--- config.mk ---
export PLATFORM = sky130hd
export DESIGN_NAME = tsrn_delay
export DESIGN_NICKNAME = d
export VERILOG_FILES = /design/src/rtl/tsrn_delay.sv
export SDC_FILE = /design/constraint.sdc
export NUM_CORES = 1
export LEC_CHECK = 0
export BUFFER_PORTS_ARGS = -buffer_cell sky130_fd_sc_hd__buf_2
export CAP_MARGIN = 20
export CORE_MARGIN = 2
export CORE_UTILIZATION = 53
export CTS_CLUSTER_DIAMETER = 150
export DETAILED_ROUTE_END_ITERATION = 16
export PLACE_DENSITY = 0.78
export SYNTH_ARGS = -nofsm -noshare
export SYNTH_HDL_FRONTEND = slang
export SYNTH_SLANG_ARGS = --single-unit
--- constraint.sdc ---
create_clock -name clk -period 0.9 [get_ports clk]
set_clock_uncertainty 0.15 [all_clocks]
set_input_delay 0.18 -clock clk [delete_from_list [all_inputs] [get_ports clk]]
set_output_delay 0.18 -clock clk [all_outputs]
set_load 0.05 [all_outputs]
--- src/rtl/tsrn_delay.sv ---
// ----------------------------------------------------------------------------
// tsrn_delay: enabled shift register
// Carries side data alongside an arithmetic unit of the same latency.
// ----------------------------------------------------------------------------
`default_nettype none

module tsrn_delay #(
  parameter int W = 32,
  parameter int D = 3
) (
  input  wire logic         clk,
  input  wire logic         en,
  input  wire logic [W-1:0] d,
  output logic      [W-1:0] q
);

  logic [W-1:0] taps [D];

  // Shift one place whenever the pipeline advances.
  always_ff @(posedge clk) begin
    if (en) begin
      taps[0] <= d;
      for (int i = 1; i < D; i++) begin
        taps[i] <= taps[i-1];
      end
    end
  end

  assign q = taps[D-1];

endmodule

`default_nettype wire

==> results.json <==
{
  "p_switching_uw": 1810,
  "critPathArrivalTime_ps": 930,
  "setup_viol": 36,
  "violations": "setup timing",
  "avgRoutedWirePerCell_um": 14.9,
  "crit_chain": "buf_6",
  "detail_route.iter0.violations": 76,
  "synth_common_cells": "96 x edfxtp_1, 32 x buf_4",
  "ys_seq_area_frac": 0.923,
  "max_stage_delay_ps": 420,
  "hold_path.class": "in2reg",
  "wl_um": 4240,
  "p_leak_uw": 0.00152,
  "ys_ff_latch": 96,
  "die_w_um": 80.8,
  "grt_first_pass_wirelength_um": 6580,
  "netlist_area_mm2": 0.00312,
  "largest_registers": "taps (96)",
  "max_freq_mhz": 792,
  "grt-ovfl-total": 0,
  "io_buffers": 65,
  "synthAdderAreaFrac": 0,
  "synth_area_per_cell_um2": 24.4,
  "final_hold_viol_count": 0,
  "status": "finished with violations",
  "fillers": 360,
  "clockBufferDepth": 2,
  "drv_cap": 0,
  "ant_nets": 0,
  "crit_family": "flip-flops",
  "critPathRequiredTime_ps": 570,
  "crit_buf_inv": 1,
  "core_region_area_mm2": 0.00561,
  "die_height_um": 80.8,
  "route.vias.total": 1301,
  "combPwrFrac": 0.092,
  "synth.top_cells.by_area": "edfxtp_1 92%, buf_4 7.7%",
  "grt.total_usage": 0.147,
  "pin_count": 66,
  "setup_ws_ps": -363,
  "synth.mux.area_fraction": 0,
  "fin_crit_ps": 1260,
  "syn_inst": 128,
  "synthXorXnorAreaFrac": 0,
  "synth_ff_type": "edfxtp_1",
  "yosysTopAreaCellShare": 0.923,
  "dp_slack_ps": -123,
  "r2r-start": "taps[0][16]",
  "antenna_found_initial": 0,
  "critPathSlowestCell": "edfxtp_1",
  "p_sw_frac": 0.209,
  "ff2ff_setup_slack_ps": 100,
  "ys_warn_count": 0,
  "fin_crit_sh": 1.40,
  "synthDistinctLibCells": 2,
  "drive_above_1_share": 0.377,
  "crit_type": "reg2out",
  "vias_per_cell": 4.58,
  "multi_input_area_um2": 0,
  "synth_compound_area_frac": 0,
  "rows": 27,
  "cts_buffers": 9,
  "cp-end-kind": "output port",
  "worst_slew_pin_slew_ps": 168,
  "finalPower_uw": 8670,
  "worstReg2RegEnd": "taps[0][48]",
  "synth-edff-count": 96,
  "multi_input_gates": 0,
  "synthesis.nets": 162,
  "drc": 0,
  "cp-startpoint": "taps[0][83]",
  "crit_end": "q[19]",
  "nNetsFinal": 242,
  "hpwl_um": 2430,
  "clkPwrFrac": 0.288,
  "maxSlewViolCount": 0,
  "cts_sinks": 96,
  "yosysTopAreaCell": "edfxtp_1",
  "synth_top_family_by_area": "buffers and inverters",
  "area.growth.synth_to_final_pct": 30.6,
  "ir_drop_mv": 1.31,
  "power_density_mw_per_mm2": 2130,
  "synthArstFlopShare": 0,
  "worstPathMaxFanout": 1,
  "cts_tree": "done",
  "synth_most_common_cell": "edfxtp_1",
  "reg2regPathDepth": 0,
  "worst_slew_margin_rel": 0.888,
  "largest_reg_flops": 96,
  "cts_root_buf": "clkbuf_8",
  "clock_latency_ps": 340,
  "clk_pin_slew_worst_paths_ps": 90,
  "path_depth": 1,
  "rsz0062_at_grt": "true",
  "grt_pass1_vias": 1378,
  "antennaDiodeCount": 0,
  "post_cts_buffers": 0,
  "largest_register": "taps",
  "grt_max_degree": 32,
  "dieArea_mm2": 0.00652,
  "initial_core_util": 0.557,
  "firstDrtPassIters": 4,
  "synth-simple-area-share": 0,
  "cts_max_level": 3,
  "internal_power_uw": 6860,
  "place_congestion": 0.652,
  "p_seq_frac": 0.620,
  "startpoint_type": "flop"
}
==> what timing repair did <==
item / 4_1_cts / 5_1_grt
hold endpoints to repair: 32 / 0
hold buffers: 32 / 0
resized for setup: 64 / 0
setup endpoints to repair: 32 / 32
==> through the flow <==
| step | util | cells | TNS, ps | hold WS [ps] | instance area (um2) |
|---|---|---|---|---|---|
| after detailed placement | 0.603 | 237 | -9470 | 208 | 3380 |
| after global placement | 0.603 | 237 | -7780 | 206 | 3380 |
| after floorplan | - | 128 | 0 | 129 | 3120 |
| final | 0.727 | 284 | -10200 | 129 | 4080 |
| after global routing | 0.727 | 284 | -11730 | 111 | 4080 |
| after CTS | 0.727 | 284 | -10740 | 117 | 4080 |
==> cells in the final DEF, fill, tap and decap left out <==
cell,n
clkbuf_1,1
clkinv_1,3
buf_4,1
dlygate4sd3_1,32
bufinv_16,1
buf_6,32
buf_2,32
edfxtp_1,96
clkbuf_8,9
buf_12,4
clkinvlp_4,1
==> layer usage <==
metal	share of wire	global-route usage
met5	0	0
met2	0.57	0.260
met1	0.35	0.152
met4	0.028	0.0847
met3	0.056	0.0511
==> how the worst min path moves through the flow <==
stage / from / end / slack, ps / depth (start not counted)
3_5_place_dp: d[22] / taps[0][22] / 210 / 1
5_1_grt: en / taps[0][29] / 110 / 2
2_1_floorplan: d[0] / taps[0][0] / 130 / 0
4_1_cts: en / taps[0][29] / 120 / 2
6_report: en / taps[0][29] / 130 / 2
3_3_place_gp: d[26] / taps[0][26] / 210 / 1
==> power groups by stage <==
stage / sequential [uW] / combinational (uW) / clock (uW)
2_1_floorplan: 5430 / 429 / 0
5_1_grt: 5400 / 834 / 2770
4_1_cts: 5380 / 796 / 2560
3_3_place_gp: 5430 / 575 / 0
6_report: 5380 / 796 / 2500
3_5_place_dp: 5460 / 587 / 0
==> area by class of cell <==
class | count | area [um2] | area share
timing repair buffer | 101 | 928 | 0.228
clock buffer | 10 | 128 | 0.0313
sequential | 96 | 2880 | 0.707
clock inverter | 5 | 48.8 | 0.0120
tap | 72 | 90.1 | 0.0221
==> cells by family (layout without fill, tap and decap cells) <==
family	after synthesis	in the layout
flops	96	96
buf+inv	32	116
Power figures use the tool's default switching activity.
