File: config.mk
export PLATFORM = sky130hd
export DESIGN_NAME = tsrn_fmul
export DESIGN_NICKNAME = d
export VERILOG_FILES = /design/src/rtl/tsrn_pkg.sv /design/src/rtl/tsrn_fmul.sv
export SDC_FILE = /design/constraint.sdc
export NUM_CORES = 2
export LEC_CHECK = 0
export ABC_AREA = 0
export ABC_CLOCK_PERIOD_IN_PS = 11000
export BUFFER_PORTS_ARGS = -buffer_cell sky130_fd_sc_hd__buf_2
export CAP_MARGIN = 5
export CORE_AREA = 5 5 245 247
export CTS_BUF_LIST = sky130_fd_sc_hd__clkbuf_4 sky130_fd_sc_hd__clkbuf_8
export DETAILED_ROUTE_END_ITERATION = 8
export DIE_AREA = 0 0 250 252
export PLACE_DENSITY = 0.75
export SLEW_MARGIN = 20
export SYNTH_ARGS = -nofsm -noshare
export SYNTH_HDL_FRONTEND = slang
export SYNTH_SLANG_ARGS = --single-unit
File: constraint.sdc
create_clock -name clk -period 11 [get_ports clk]
set_clock_uncertainty 0.2 [all_clocks]
set_input_delay 2.2 -clock clk [delete_from_list [all_inputs] [get_ports clk]]
set_output_delay 2.2 -clock clk [all_outputs]
set_load 0.01 [all_outputs]
File: src/rtl/tsrn_pkg.sv
// ----------------------------------------------------------------------------
// tsrn_pkg: shared constants and table functions
// Single-precision constants and the two seed tables used by the
// reciprocal square root / square root pipeline.
// ----------------------------------------------------------------------------
`default_nettype none

package tsrn_pkg;

  // Single-precision bit patterns used by the datapath.
  localparam logic [31:0] FP_QNAN          = 32'h7FC0_0000;
  localparam logic [31:0] FP_HALF          = 32'h3F00_0000;
  localparam logic [31:0] FP_THREE_HALVES  = 32'h3FC0_0000;
  localparam logic [31:0] FP_ONE           = 32'h3F80_0000;

  // Exponent table entry: 2^((127-c)/2) with c the exponent clamped to 1..254.
  function automatic logic [31:0] exp_rom_f(input logic [7:0] e);
    logic [8:0] c;
    logic [31:0] bits;
    c = {1'b0, e};
    if (c < 9'd1) c = 9'd1;
    if (c > 9'd254) c = 9'd254;
    if (c[0]) begin
      bits = {1'b0, 8'((9'd381 - c) >> 1), 23'd0};
    end else begin
      bits = {1'b0, 8'((9'd380 - c) >> 1), 23'h3504F3};
    end
    return bits;
  endfunction

  // Mantissa table entry j of n: 1/sqrt(1 + j/n) rounded to single precision.
  // The largest m with (2m-1)^2 * (n+j) <= 2^50 * n is found by bisection.
  function automatic logic [31:0] mant_rom_f(input int unsigned j, input int unsigned n);
    logic [63:0] lo;
    logic [63:0] hi;
    logic [63:0] mid;
    logic [63:0] t;
    logic [63:0] d;
    logic [63:0] target;
    logic [31:0] bits;
    lo     = 64'd1 << 23;
    hi     = (64'd1 << 24) - 64'd1;
    d      = 64'(n) + 64'(j);
    target = (64'd1 << 50) * 64'(n);
    for (int k = 0; k < 24; k++) begin
      if (lo < hi) begin
        mid = (lo + hi + 64'd1) >> 1;
        t   = (mid << 1) - 64'd1;
        if (t * t * d <= target) begin
          lo = mid;
        end else begin
          hi = mid - 64'd1;
        end
      end
    end
    if (j == 0) begin
      bits = FP_ONE;
    end else begin
      bits = {1'b0, 8'd126, 23'(lo - (64'd1 << 23))};
    end
    return bits;
  endfunction

endpackage

`default_nettype wire

File: src/rtl/tsrn_fmul.sv
// ----------------------------------------------------------------------------
// tsrn_fmul: pipelined single-precision multiplier
// Three stages: mantissa product, leading-zero count, shift and round to
// nearest even. Subnormals are handled in full; NaN results are canonical.
// ----------------------------------------------------------------------------
`default_nettype none

module tsrn_fmul (
  input  wire logic        clk,
  input  wire logic        en,
  input  wire logic [31:0] a,
  input  wire logic [31:0] b,
  output logic      [31:0] y
);
  import tsrn_pkg::*;

  logic        a_nan, b_nan, a_inf, b_inf, a_zero, b_zero;
  logic [23:0] ma, mb;
  logic [7:0]  ea, eb;

  logic        s1_sign, s1_nan, s1_inf;
  logic [47:0] s1_prod;
  logic [9:0]  s1_esum;

  logic [5:0]         lz;
  logic signed [10:0] be_c, sh_c;

  logic               s2_sign, s2_nan, s2_inf, s2_zero;
  logic [47:0]        s2_prod;
  logic signed [10:0] s2_be, s2_sh;

  logic [10:0]  k;
  logic [5:0]   kc;
  logic [111:0] wide;
  logic [47:0]  q;
  logic         lost, rnd;
  logic [7:0]   expf;
  logic [30:0]  packed_c;

  // Stage 1: unpack, classify, multiply mantissas.
  always_comb begin
    a_nan  = (a[30:23] == 8'hFF) && (a[22:0] != 23'd0);
    b_nan  = (b[30:23] == 8'hFF) && (b[22:0] != 23'd0);
    a_inf  = (a[30:23] == 8'hFF) && (a[22:0] == 23'd0);
    b_inf  = (b[30:23] == 8'hFF) && (b[22:0] == 23'd0);
    a_zero = a[30:0] == 31'd0;
    b_zero = b[30:0] == 31'd0;
    ma     = {a[30:23] != 8'd0, a[22:0]};
    mb     = {b[30:23] != 8'd0, b[22:0]};
    ea     = (a[30:23] == 8'd0) ? 8'd1 : a[30:23];
    eb     = (b[30:23] == 8'd0) ? 8'd1 : b[30:23];
  end

  always_ff @(posedge clk) begin
    if (en) begin
      s1_sign <= a[31] ^ b[31];
      s1_nan  <= a_nan | b_nan | (a_inf & b_zero) | (b_inf & a_zero);
      s1_inf  <= a_inf | b_inf;
      s1_prod <= ma * mb;
      s1_esum <= 10'(ea) + 10'(eb);
    end
  end

  // Stage 2: leading zeros and the normalizing shift.
  always_comb begin
    lz = 6'd0;
    for (int i = 0; i < 48; i++) begin
      if (s1_prod[i]) lz = 6'(47 - i);
    end
    be_c = $signed({1'b0, s1_esum}) - 11'sd126 - $signed({5'b0, lz});
    if (be_c > 11'sd0) begin
      sh_c = $signed({5'b0, lz});
    end else begin
      sh_c = $signed({5'b0, lz}) + be_c - 11'sd1;
    end
  end

  always_ff @(posedge clk) begin
    if (en) begin
      s2_sign <= s1_sign;
      s2_nan  <= s1_nan;
      s2_inf  <= s1_inf;
      s2_zero <= s1_prod == 48'd0;
      s2_prod <= s1_prod;
      s2_be   <= be_c;
      s2_sh   <= sh_c;
    end
  end

  // Stage 3: shift into place, round to nearest even, pack.
  always_comb begin
    k    = 11'(-s2_sh);
    kc   = (k > 11'd63) ? 6'd63 : k[5:0];
    wide = {s2_prod, 64'd0} >> kc;
    if (!s2_sh[10]) begin
      q    = s2_prod << s2_sh[5:0];
      lost = 1'b0;
    end else begin
      q    = wide[111:64];
      lost = |wide[63:0];
    end
    rnd      = q[23] & (q[24] | (|q[22:0]) | lost);
    expf     = (s2_be > 11'sd0) ? s2_be[7:0] : 8'd0;
    packed_c = {expf, q[46:24]} + 31'(rnd);
  end

  always_ff @(posedge clk) begin
    if (en) begin
      priority if (s2_nan) begin
        y <= FP_QNAN;
      end else if (s2_inf) begin
        y <= {s2_sign, 8'hFF, 23'd0};
      end else if (s2_zero) begin
        y <= {s2_sign, 31'd0};
      end else if (s2_be > 11'sd254) begin
        y <= {s2_sign, 8'hFF, 23'd0};
      end else begin
        y <= {s2_sign, packed_c};
      end
    end
  end

endmodule

`default_nettype wire

==> impl_metrics.env <==
export IMPL_cts_tree="yes"
export IMPL_r2r_slack_ns=3.48
export IMPL_yosys_most_used_dff="edfxtp_1"
export IMPL_status="finished, final reports clean"
export IMPL_grt_pass1_vias=27600
export IMPL_crit_path_end_kind="flop"
export IMPL_avgSynthCellArea_um2=9.05
export IMPL_die_area_um2=63000
export IMPL_grt_overflow=0
export IMPL_num_rows=88
export IMPL_finalHoldViolCount=0
export IMPL_wl_per_cell_um=21.9
export IMPL_slew_headroom_pct=22.3
export IMPL_finalNetCount=4369
export IMPL_r2r_cells=32
export IMPL_drcViolationCount=0
export IMPL_r2r_start="s1_prod[4]"
export IMPL_drt_wl_total_um=96000
export IMPL_yosysSeqAreaShare_pct=14.8
export IMPL_cts_resized_gates=0
export IMPL_clk_path_buf_depth=2
export IMPL_multi_input_area_um2=25400
export IMPL_antenna_found_initial=1
export IMPL_rsz0062_at_grt="false"
export IMPL_crit_start="b[30]"
export IMPL_die_x_um=250
export IMPL_fmax_ghz=0.102
export IMPL_cp_arrival_ns=9.91
export IMPL_fp_dieH_um=252
export IMPL_worstMarginPinSlew_ns=1.16
export IMPL_criticalPathCategory="input port to flop"
export IMPL_antenna_left=0
export IMPL_synth_seq_cells=166
export IMPL_post_cts_buffers=0
export IMPL_nFillCells=4948
export IMPL_ctsRootBufferMaster="clkbuf_8"
export IMPL_clock_sinks=166
export IMPL_yosys_warnings=0
export IMPL_first_pass_iters=6
export IMPL_setup_violations_final=0
export IMPL_grt_pass1_wl_um=153000
export IMPL_drt_iter0_markers=2808
export IMPL_netlist_instances=3716
export IMPL_dpl_hpwl_um=72600
export IMPL_setup_tns_ns=0
export IMPL_cts_buffers_inserted=17
export IMPL_regArea_um2=4980
export IMPL_area_growth_pct=3.06
export IMPL_clk_pin_slew_ns=0.10
export IMPL_final_min_clock_period_ns=9.80
export IMPL_whs_ns=0.228
export IMPL_syn_cell_area_um2=33600
export IMPL_htree_levels=4
export IMPL_hold_class="flop to flop"
export IMPL_vias=27400
export IMPL_cts_hold_buffers=0
export IMPL_slew_viol_final=0
export IMPL_cp_required_ns=11.12
export IMPL_synth_nets=4477
export IMPL_coreArea_um2=57400
export IMPL_grt_max_degree=95
export IMPL_cp_max_fo=17
export IMPL_io_pins=98
export IMPL_place_congestion=1.00
export IMPL_synth_cell_types=113
export IMPL_synth_edf_count=166
export IMPL_start_kind="input port"
export IMPL_grtUsageTotal_pct=30.4
export IMPL_drv_cap=0
export IMPL_fin_crit_sh_pct=89.1
export IMPL_worstSkewPairLatency_ns=0.50
export IMPL_critPathCapture="s1_prod[45]"
export IMPL_portBuffers=97
export IMPL_start_util_pct=58.6
export IMPL_final_util_pct=60.4
export IMPL_viasPerCell=6.24
export IMPL_synth_async_sr_flop_share_pct=0
export IMPL_worst_r2r_endpoint="s2_sh[10]"
export IMPL_drive_above_1_share_pct=8.67
## cell usage in the layout, fill, tap and decap left out, types with 30 or more instances in the layout
| cell | n |
|---|---|
| xnor2_1 | 60 |
| buf_2 | 96 |
| a21oi_1 | 130 |
| nor4_1 | 37 |
| mux2i_1 | 62 |
| xor2_1 | 33 |
| a21o_1 | 33 |
| inv_1 | 556 |
| nand2_1 | 543 |
| nor3_1 | 61 |
| nor2_1 | 168 |
| o21ai_0 | 89 |
| ha_1 | 209 |
| buf_4 | 34 |
| a31oi_1 | 30 |
| fa_1 | 485 |
| edfxtp_1 | 166 |
| nand3_1 | 58 |
| and2_1 | 226 |
| mux4_2 | 66 |
## stage by stage
step | instance area [um2] | instances | setup WS (ns)
2_1_floorplan | 33600 | 3716 | 1.63
3_3_place_gp | 34200 | 4354 | 0.925
3_5_place_dp | 34200 | 4354 | 0.739
4_1_cts | 34600 | 4386 | 1.26
5_1_grt | 34700 | 4387 | 0.799
6_report | 34700 | 4387 | 1.20
## worst max-delay path, stage by stage
cell and delay, ns:
buf_2 0.11, nor4_1 0.34, nand2_1 0.66, nand2_1 0.29, fa_1 0.46, fa_1 0.49, inv_1 0.05, fa_1 0.47
inv_1 0.05, fa_1 0.50, fa_1 0.44, fa_1 0.50, inv_1 0.05, fa_1 0.46, ha_1 0.36, and3_1 0.19
nand2_1 0.12, o31ai_1 0.49, a311o_1 0.35, a41oi_1 0.19, a311oi_1 0.53, and2_1 0.23, o21ai_0 0.08, a221oi_1 0.28
## registers in the layout, indices dropped and copies added, names as in the netlist
signal,flops
s2_inf,1
s2_sign,1
s2_nan,1
s1_esum,9
s1_prod,48
s1_inf,1
s1_sign,1
s2_zero,1
s2_prod,48
s2_be,11
y,32
s1_nan,1
s2_sh,11
## worst min-delay path by stage
stage | slack [ns] | depth (start not counted) | end | from
floorplan | 0.20 | 0 | s2_inf | s1_inf
global placement | 0.20 | 0 | s2_nan | s1_nan
detailed placement | 0.20 | 0 | s2_inf | s1_inf
CTS | 0.22 | 0 | s2_inf | s1_inf
global route | 0.23 | 0 | s2_inf | s1_inf
finish | 0.23 | 0 | s2_inf | s1_inf
## synthesized netlist by cell type, drive strengths merged (13+ instances only)
library cell  count  area (um2)
nor4             42         303
a311oi           13         114
a211oi           26         215
ha              210        2630
xor2             34         298
fa              485        9710
a21o             33         248
nor2b            16         100
nand2b           22         145
nand3            59         300
buf              57         382
a21oi           131         659
a31oi            31         200
edfxtp          166        4980
mux2             21         236
or3              18         113
o21ai            92         460
mux4             66        1490
a2111oi          15         194
o31ai            14         119
o21bai           16         120
nor2            170         641
xnor2            60         526
mux2i            62         621
or4              13         105
nand4            29         188
and3             25         156
nand2           545        2060
inv             557        2090
nor3             66         357
clkbuf          201         758
and2            227        1420
## layout make-up
cell class | count | share of cell area [%]
Sequential cell | 166 | 14.4
Timing Repair Buffer | 131 | 2.16
Multi-Input combinational cell | 2733 | 73.4
Antenna cell | 1 | 0.00722
Clock buffer | 18 | 0.697
Inverter | 559 | 6.05
Clock inverter | 14 | 0.531
Tap cell | 765 | 2.76
## logic make-up (layout without fill, tap and decap cells)
group                      after synthesis  count (layout)  share of synthesized area [%]
adders and majority gates              696             696                           36.7
xor gates and xnor gates                94              94                           2.45
muxes                                  149             149                           6.97
buffers and inverters                  817             722                           9.63
DFF                                    166             166                           14.8
other                                    0               1                              0
AOI/OAI and AO/OA                      522             522                           11.0
and+or+nand+nor                       1272            1272                           18.5
## routing by layer
metal  global-route usage, %  up-vias  routed length, um
li1                        -    12100                  -
met1                    40.0    13300              36500
met2                    48.6     1604              43700
met3                    6.73      331              10400
met4                    14.0        0               5340
met5                       0        -                  0
Power is not shown: default switching activity piles up to over one toggle a cycle in this logic, so the estimate is an artifact.
