$ cat src/rtl/tsrn_pkg.sv
// ----------------------------------------------------------------------------
// tsrn_pkg: shared constants and table functions
// Single-precision constants and the two seed tables used by the
// reciprocal square root / square root pipeline.
// ----------------------------------------------------------------------------
`default_nettype none

package tsrn_pkg;

  // Single-precision bit patterns used by the datapath.
  localparam logic [31:0] FP_QNAN          = 32'h7FC0_0000;
  localparam logic [31:0] FP_HALF          = 32'h3F00_0000;
  localparam logic [31:0] FP_THREE_HALVES  = 32'h3FC0_0000;
  localparam logic [31:0] FP_ONE           = 32'h3F80_0000;

  // Exponent table entry: 2^((127-c)/2) with c the exponent clamped to 1..254.
  function automatic logic [31:0] exp_rom_f(input logic [7:0] e);
    logic [8:0] c;
    logic [31:0] bits;
    c = {1'b0, e};
    if (c < 9'd1) c = 9'd1;
    if (c > 9'd254) c = 9'd254;
    if (c[0]) begin
      bits = {1'b0, 8'((9'd381 - c) >> 1), 23'd0};
    end else begin
      bits = {1'b0, 8'((9'd380 - c) >> 1), 23'h3504F3};
    end
    return bits;
  endfunction

  // Mantissa table entry j of n: 1/sqrt(1 + j/n) rounded to single precision.
  // The largest m with (2m-1)^2 * (n+j) <= 2^50 * n is found by bisection.
  function automatic logic [31:0] mant_rom_f(input int unsigned j, input int unsigned n);
    logic [63:0] lo;
    logic [63:0] hi;
    logic [63:0] mid;
    logic [63:0] t;
    logic [63:0] d;
    logic [63:0] target;
    logic [31:0] bits;
    lo     = 64'd1 << 23;
    hi     = (64'd1 << 24) - 64'd1;
    d      = 64'(n) + 64'(j);
    target = (64'd1 << 50) * 64'(n);
    for (int k = 0; k < 24; k++) begin
      if (lo < hi) begin
        mid = (lo + hi + 64'd1) >> 1;
        t   = (mid << 1) - 64'd1;
        if (t * t * d <= target) begin
          lo = mid;
        end else begin
          hi = mid - 64'd1;
        end
      end
    end
    if (j == 0) begin
      bits = FP_ONE;
    end else begin
      bits = {1'b0, 8'd126, 23'(lo - (64'd1 << 23))};
    end
    return bits;
  endfunction

endpackage

`default_nettype wire

$ cat src/rtl/tsrn_fsub.sv
// ----------------------------------------------------------------------------
// tsrn_fsub: pipelined single-precision subtractor
// Computes a - b in three stages: align, add with leading-zero count,
// normalize and round to nearest even. NaN results are canonical.
// ----------------------------------------------------------------------------
`default_nettype none

module tsrn_fsub (
  input  wire logic        clk,
  input  wire logic        en,
  input  wire logic [31:0] a,
  input  wire logic [31:0] b,
  output logic      [31:0] y
);
  import tsrn_pkg::*;

  logic [31:0] bn, big, sml;
  logic        a_nan, b_nan, a_inf, b_inf;
  logic [7:0]  e_big, e_sml, d;
  logic [4:0]  dc;
  logic [58:0] ext;

  logic        s1_sign, s1_sub, s1_nan, s1_inf, s1_inf_sign;
  logic [7:0]  s1_exp;
  logic [26:0] s1_mbig, s1_msml;

  logic [27:0] sum_c;
  logic [4:0]  lz;

  logic        s2_sign, s2_sub, s2_nan, s2_inf, s2_inf_sign;
  logic [7:0]  s2_exp;
  logic [27:0] s2_sum;
  logic [4:0]  s2_lz;

  logic signed [9:0] be;
  logic [7:0]  sh;
  logic [27:0] q;
  logic        rnd;
  logic [7:0]  expf;
  logic [30:0] packed_c;

  // Stage 1: negate b, order by magnitude, align the smaller operand.
  always_comb begin
    bn    = {~b[31], b[30:0]};
    a_nan = (a[30:23] == 8'hFF) && (a[22:0] != 23'd0);
    b_nan = (b[30:23] == 8'hFF) && (b[22:0] != 23'd0);
    a_inf = (a[30:23] == 8'hFF) && (a[22:0] == 23'd0);
    b_inf = (b[30:23] == 8'hFF) && (b[22:0] == 23'd0);
    if (a[30:0] >= bn[30:0]) begin
      big = a;
      sml = bn;
    end else begin
      big = bn;
      sml = a;
    end
    e_big = (big[30:23] == 8'd0) ? 8'd1 : big[30:23];
    e_sml = (sml[30:23] == 8'd0) ? 8'd1 : sml[30:23];
    d     = e_big - e_sml;
    dc    = (d > 8'd31) ? 5'd31 : d[4:0];
    ext   = {sml[30:23] != 8'd0, sml[22:0], 3'b000, 32'd0} >> dc;
  end

  always_ff @(posedge clk) begin
    if (en) begin
      s1_sign     <= big[31];
      s1_sub      <= big[31] ^ sml[31];
      s1_nan      <= a_nan | b_nan | (a_inf & b_inf & (a[31] == b[31]));
      s1_inf      <= a_inf | b_inf;
      s1_inf_sign <= a_inf ? a[31] : bn[31];
      s1_exp      <= e_big;
      s1_mbig     <= {big[30:23] != 8'd0, big[22:0], 3'b000};
      s1_msml     <= ext[58:32] | {26'd0, |ext[31:0]};
    end
  end

  // Stage 2: add or subtract magnitudes and count leading zeros.
  always_comb begin
    if (s1_sub) begin
      sum_c = {1'b0, s1_mbig} - {1'b0, s1_msml};
    end else begin
      sum_c = {1'b0, s1_mbig} + {1'b0, s1_msml};
    end
    lz = 5'd0;
    for (int i = 0; i < 28; i++) begin
      if (sum_c[i]) lz = 5'(27 - i);
    end
  end

  always_ff @(posedge clk) begin
    if (en) begin
      s2_sign     <= s1_sign;
      s2_sub      <= s1_sub;
      s2_nan      <= s1_nan;
      s2_inf      <= s1_inf;
      s2_inf_sign <= s1_inf_sign;
      s2_exp      <= s1_exp;
      s2_sum      <= sum_c;
      s2_lz       <= lz;
    end
  end

  // Stage 3: normalize (stopping at the subnormal range), round, pack.
  always_comb begin
    be       = $signed({2'b0, s2_exp}) + 10'sd1 - $signed({5'b0, s2_lz});
    sh       = (be > 10'sd0) ? {3'b0, s2_lz} : s2_exp;
    q        = s2_sum << sh;
    rnd      = q[3] & (q[4] | (|q[2:0]));
    expf     = (be > 10'sd0) ? be[7:0] : 8'd0;
    packed_c = {expf, q[26:4]} + 31'(rnd);
  end

  always_ff @(posedge clk) begin
    if (en) begin
      priority if (s2_nan) begin
        y <= FP_QNAN;
      end else if (s2_inf) begin
        y <= {s2_inf_sign, 8'hFF, 23'd0};
      end else if (s2_sum == 28'd0) begin
        // An exact zero difference is +0; a sum of like-signed zeros keeps the sign.
        y <= {s2_sub ? 1'b0 : s2_sign, 31'd0};
      end else if (be > 10'sd254) begin
        y <= {s2_sign, 8'hFF, 23'd0};
      end else begin
        y <= {s2_sign, packed_c};
      end
    end
  end

endmodule

`default_nettype wire

$ cat config.mk
export PLATFORM = sky130hd
export DESIGN_NAME = tsrn_fsub
export DESIGN_NICKNAME = d
export VERILOG_FILES = /design/src/rtl/tsrn_pkg.sv /design/src/rtl/tsrn_fsub.sv
export SDC_FILE = /design/constraint.sdc
export NUM_CORES = 1
export LEC_CHECK = 0
export BUFFER_PORTS_ARGS = -buffer_cell sky130_fd_sc_hd__buf_2
export CAP_MARGIN = 25
export CORE_MARGIN = 3
export CORE_UTILIZATION = 56
export CTS_CLUSTER_SIZE = 28
export DETAILED_ROUTE_END_ITERATION = 6
export PLACE_DENSITY = 0.77
export SYNTH_ARGS = -nofsm -noshare
export SYNTH_HDL_FRONTEND = slang
export SYNTH_SLANG_ARGS = --single-unit
export TNS_END_PERCENT = 5
$ cat constraint.sdc
create_clock -name clk -period 8.1 [get_ports clk]
set_clock_uncertainty 0.05 [all_clocks]
set_input_delay 0.81 -clock clk [delete_from_list [all_inputs] [get_ports clk]]
set_output_delay 0.81 -clock clk [all_outputs]
set_load 0.02 [all_outputs]
==> flow_metrics.py <==
metrics = {
    "run_status": {
        "outcome": "complete, no violations",
    },
    "synth": {
        "synth-async-reset-ratio_pct": 0,
        "synth-seq-cells": 142,
        "yosys.area.top_type": "edfxtp_1",
        "synth_compound_area_share_pct": 26.8,
        "syn_area_sq_um": 15200,
        "synthMuxAreaShare_pct": 4.70,
        "synth_top_family_by_area": "compound AO/OA/AOI/OAI gates",
        "syn_inst": 1861,
        "synth-xor-area-share_pct": 3.24,
        "synth_cell_type_count": 101,
        "synth.most_common_cell": "nand2_1",
        "syn_avg_cell_area_sq_um": 8.15,
        "synthFlopType": "edfxtp_1",
        "yosysWarnings": 0,
        "synth-seq-area-share_pct": 28.1,
        "synth-edff-count": 142,
        "syn_nets": 2032,
        "yosys-top-cells-count": "187 x nand2_1, 162 x nor2_1, 142 x a21oi_1, 142 x edfxtp_1, 116 x o21ai_0",
        "synth_fa_ha_area_share_pct": 8.81,
        "synthSimpleGateAreaFrac_pct": 22.4,
        "yosys.area.top_type_share_pct": 28.1,
        "synth.area.top_cells": "edfxtp_1 28%, ha_1 8.4%, a21oi_1 4.7%",
    },
    "routing": {
        "vias_per_cell": 6.75,
        "vias": 15400,
        "drc": 0,
        "drt-initial-drc-count": 1767,
        "routed_wl_microns": 51600,
        "drt-met1-wl_microns": 19900,
        "wl_met3_microns": 3290,
        "met2WireLength_microns": 25000,
        "post_drt_wl_per_cell_microns": 22.7,
        "drtAntennaViolNets": 0,
        "first_pass_iters": 6,
        "top_layer": "met4",
    },
    "setup_path": {
        "crit_family": "compound AO/OA/AOI/OAI gates",
        "crit_fanout": 21,
        "slowest_stage": "a2111oi_0",
        "worst-path-buf-inv": 7,
        "cp-start-kind": "primary input",
        "ff2ff_path_depth": 18,
        "cp_common_cell": "buf_4",
        "rrSetupSlack_ns": 0.84,
        "cp_slowest_stage_delay_ns": 0.89,
        "crit_type": "in2reg",
        "timing.rr.end": "y[29]",
        "worstPathArrival_ns": 7.84,
        "rr_startpoint": "s2_exp[1]",
        "cp.required_ns": 8.31,
        "crit_path_end_kind": "flop",
    },
    "global_route": {
        "gr-total-overflow": 0,
        "grt_pass1_vias": 14400,
        "grt_usage_pct": 34.8,
        "antenna_found_initial": 0,
        "grt_pass1_wl_microns": 79500,
        "grt_max_degree": 92,
    },
    "sta": {
        "max_freq_ghz": 0.131,
        "setup_viol": 0,
        "setup_ws_ns": 0.465,
        "final_max_slew_viol_count": 0,
        "hold_violations": 0,
        "whs_ns": 0.356,
        "slew_headroom_pct": 31.3,
        "tightest_slew_ns": 1.02,
        "finalSetupTns_ns": 0,
        "finalCritPeriodShare_pct": 94.3,
        "rsz0062_at_grt": "no",
        "post-route-min-period_ns": 7.64,
    },
    "floorplanning": {
        "fp.coreArea_sq_um": 26400,
        "placementRows": 59,
        "ios": 98,
        "die_w_microns": 171,
        "start_util_pct": 57.5,
        "die-height_microns": 171,
        "die_area_sq_um": 29100,
    },
    "power": {
        "power_density_nw_per_um2": 251,
        "max-vdd-ir-drop_mv": 0.135,
        "leakagePower_nw": 6.73,
    },
    "run": {
        "drv_cap": 0,
    },
    "placement": {
        "io_buffers": 97,
        "dpl.cell_count": 2242,
        "preCtsSetupSlack_ns": 0.184,
        "dp_hpwl_microns": 39900,
        "place_congestion": 1.03,
    },
    "cells_and_area": {
        "syn_to_final_growth_pct": 9.76,
        "fillers": 2307,
        "drive_gt1_share_pct": 12.3,
        "fin_cells": 2275,
        "ff_latch_area_sq_um": 4260,
        "multiInputGateArea_sq_um": 10000,
        "final_nets": 2098,
        "antenna_cells": 0,
    },
    "clocking": {
        "max-clock-path-buffers": 2,
        "cts_tree": "built",
        "root_buffer": "clkbuf_16",
        "cts_resized": 0,
        "cts_buffers": 17,
        "clk_pin_slew_ns": 0.07,
        "cts_setup_buffers": 0,
        "htree_levels": 4,
        "worstSkewPairLatency_ns": 0.43,
        "clock-sinks": 142,
        "hold_buffers": 0,
    },
    "min_path": {
        "hold_end": "s2_sign",
        "hold_path_class": "reg2reg",
        "hp-start": "s1_sign",
        "min_path_cells": 0,
    },
}
worst max path at each step:
stage               start         end  slack [ns]  depth (start not counted)
global placement     b[8]  s1_msml[0]        0.42                         32
global route         b[1]  s1_msml[0]       0.004                         33
detailed placement   b[6]  s1_msml[0]        0.18                         32
floorplan            b[1]  s1_msml[0]        0.11                         34
CTS                  b[6]  s1_msml[0]        0.60                         32
finish               b[6]  s1_msml[0]        0.46                         32
cell families (layout without fill, tap and decap cells):
group                    count (synthesis)  after routing
AND/OR/NAND/NOR                        680            680
AO/OA/AOI/OAI                          595            595
buffers and inverters                  214            293
flip-flops                             142            142
adder cells (fa/ha/maj)                105            105
multiplexers                            69             69
XOR/XNOR                                56             56
report_power, final:
part	leakage [nW]	internal, mW	switching [mW]
clock	0.282	0.435	0.355
sequential	1.38	0.943	0.104
combinational	5.07	0.826	1.51
worst register-to-register path, stage by stage, from the launching register on:
cell	delay [ns]
edfxtp_1	0.51
inv_1	0.19
ha_1	0.32
inv_1	0.04
ha_1	0.23
fa_1	0.52
or3_1	0.40
nor3_1	0.17
o2111a_2	0.32
nand4_2	0.24
nand2_1	0.66
a21o_1	0.61
nand2_1	0.41
a2111oi_0	0.77
nor4_1	0.27
nor4_1	0.48
nand4_2	0.27
nor3b_1	0.21
or3_1	0.37
registers in the layout, indices dropped and copies added (netlist names), 5 cells and up:
| signal | flops |
|---|---|
| s1_msml | 27 |
| s2_lz | 5 |
| s1_mbig | 24 |
| s1_exp | 8 |
| y | 32 |
| s2_sum | 28 |
| s2_exp | 8 |
routing by layer:
metal / track usage, % / vias up
met2: 60.5 / 856
met4: 20.4 / 0
met5: 0 / -
li1: - / 7184
met1: 41.7 / 7125
met3: 3.47 / 192
per-stage QoR:
stage	utilization (%)	power, mW	cell area [sq um]
floorplan	-	2.65	15200
global placement	60.8	3.30	16000
detailed placement	60.8	3.31	16000
CTS	63.0	4.10	16600
global route	63.1	4.39	16600
finish	63.1	4.17	16600
area by class of cell:
| cell class | instances | share of cell area, % |
|---|---|---|
| inverter | 114 | 2.57 |
| sequential | 142 | 25.6 |
| clock buffer | 17 | 2.56 |
| multi-input combinational | 1505 | 60.3 |
| tap | 335 | 2.52 |
| timing repair buffer | 147 | 5.48 |
| clock inverter | 15 | 0.917 |
cell usage in the layout, fill, tap and decap left out, drive strengths merged, types with 39 or more instances in the layout:
| cell type | n |
|---|---|
| nand2 | 187 |
| nor2 | 164 |
| buf | 147 |
| edfxtp | 142 |
| a21oi | 142 |
| o21ai | 121 |
| inv | 121 |
| ha | 102 |
| nor3 | 76 |
| mux2i | 61 |
| nand3 | 45 |
| nor4 | 43 |
| xnor2 | 39 |
Note: power is estimated with default switching activity, not from simulation.
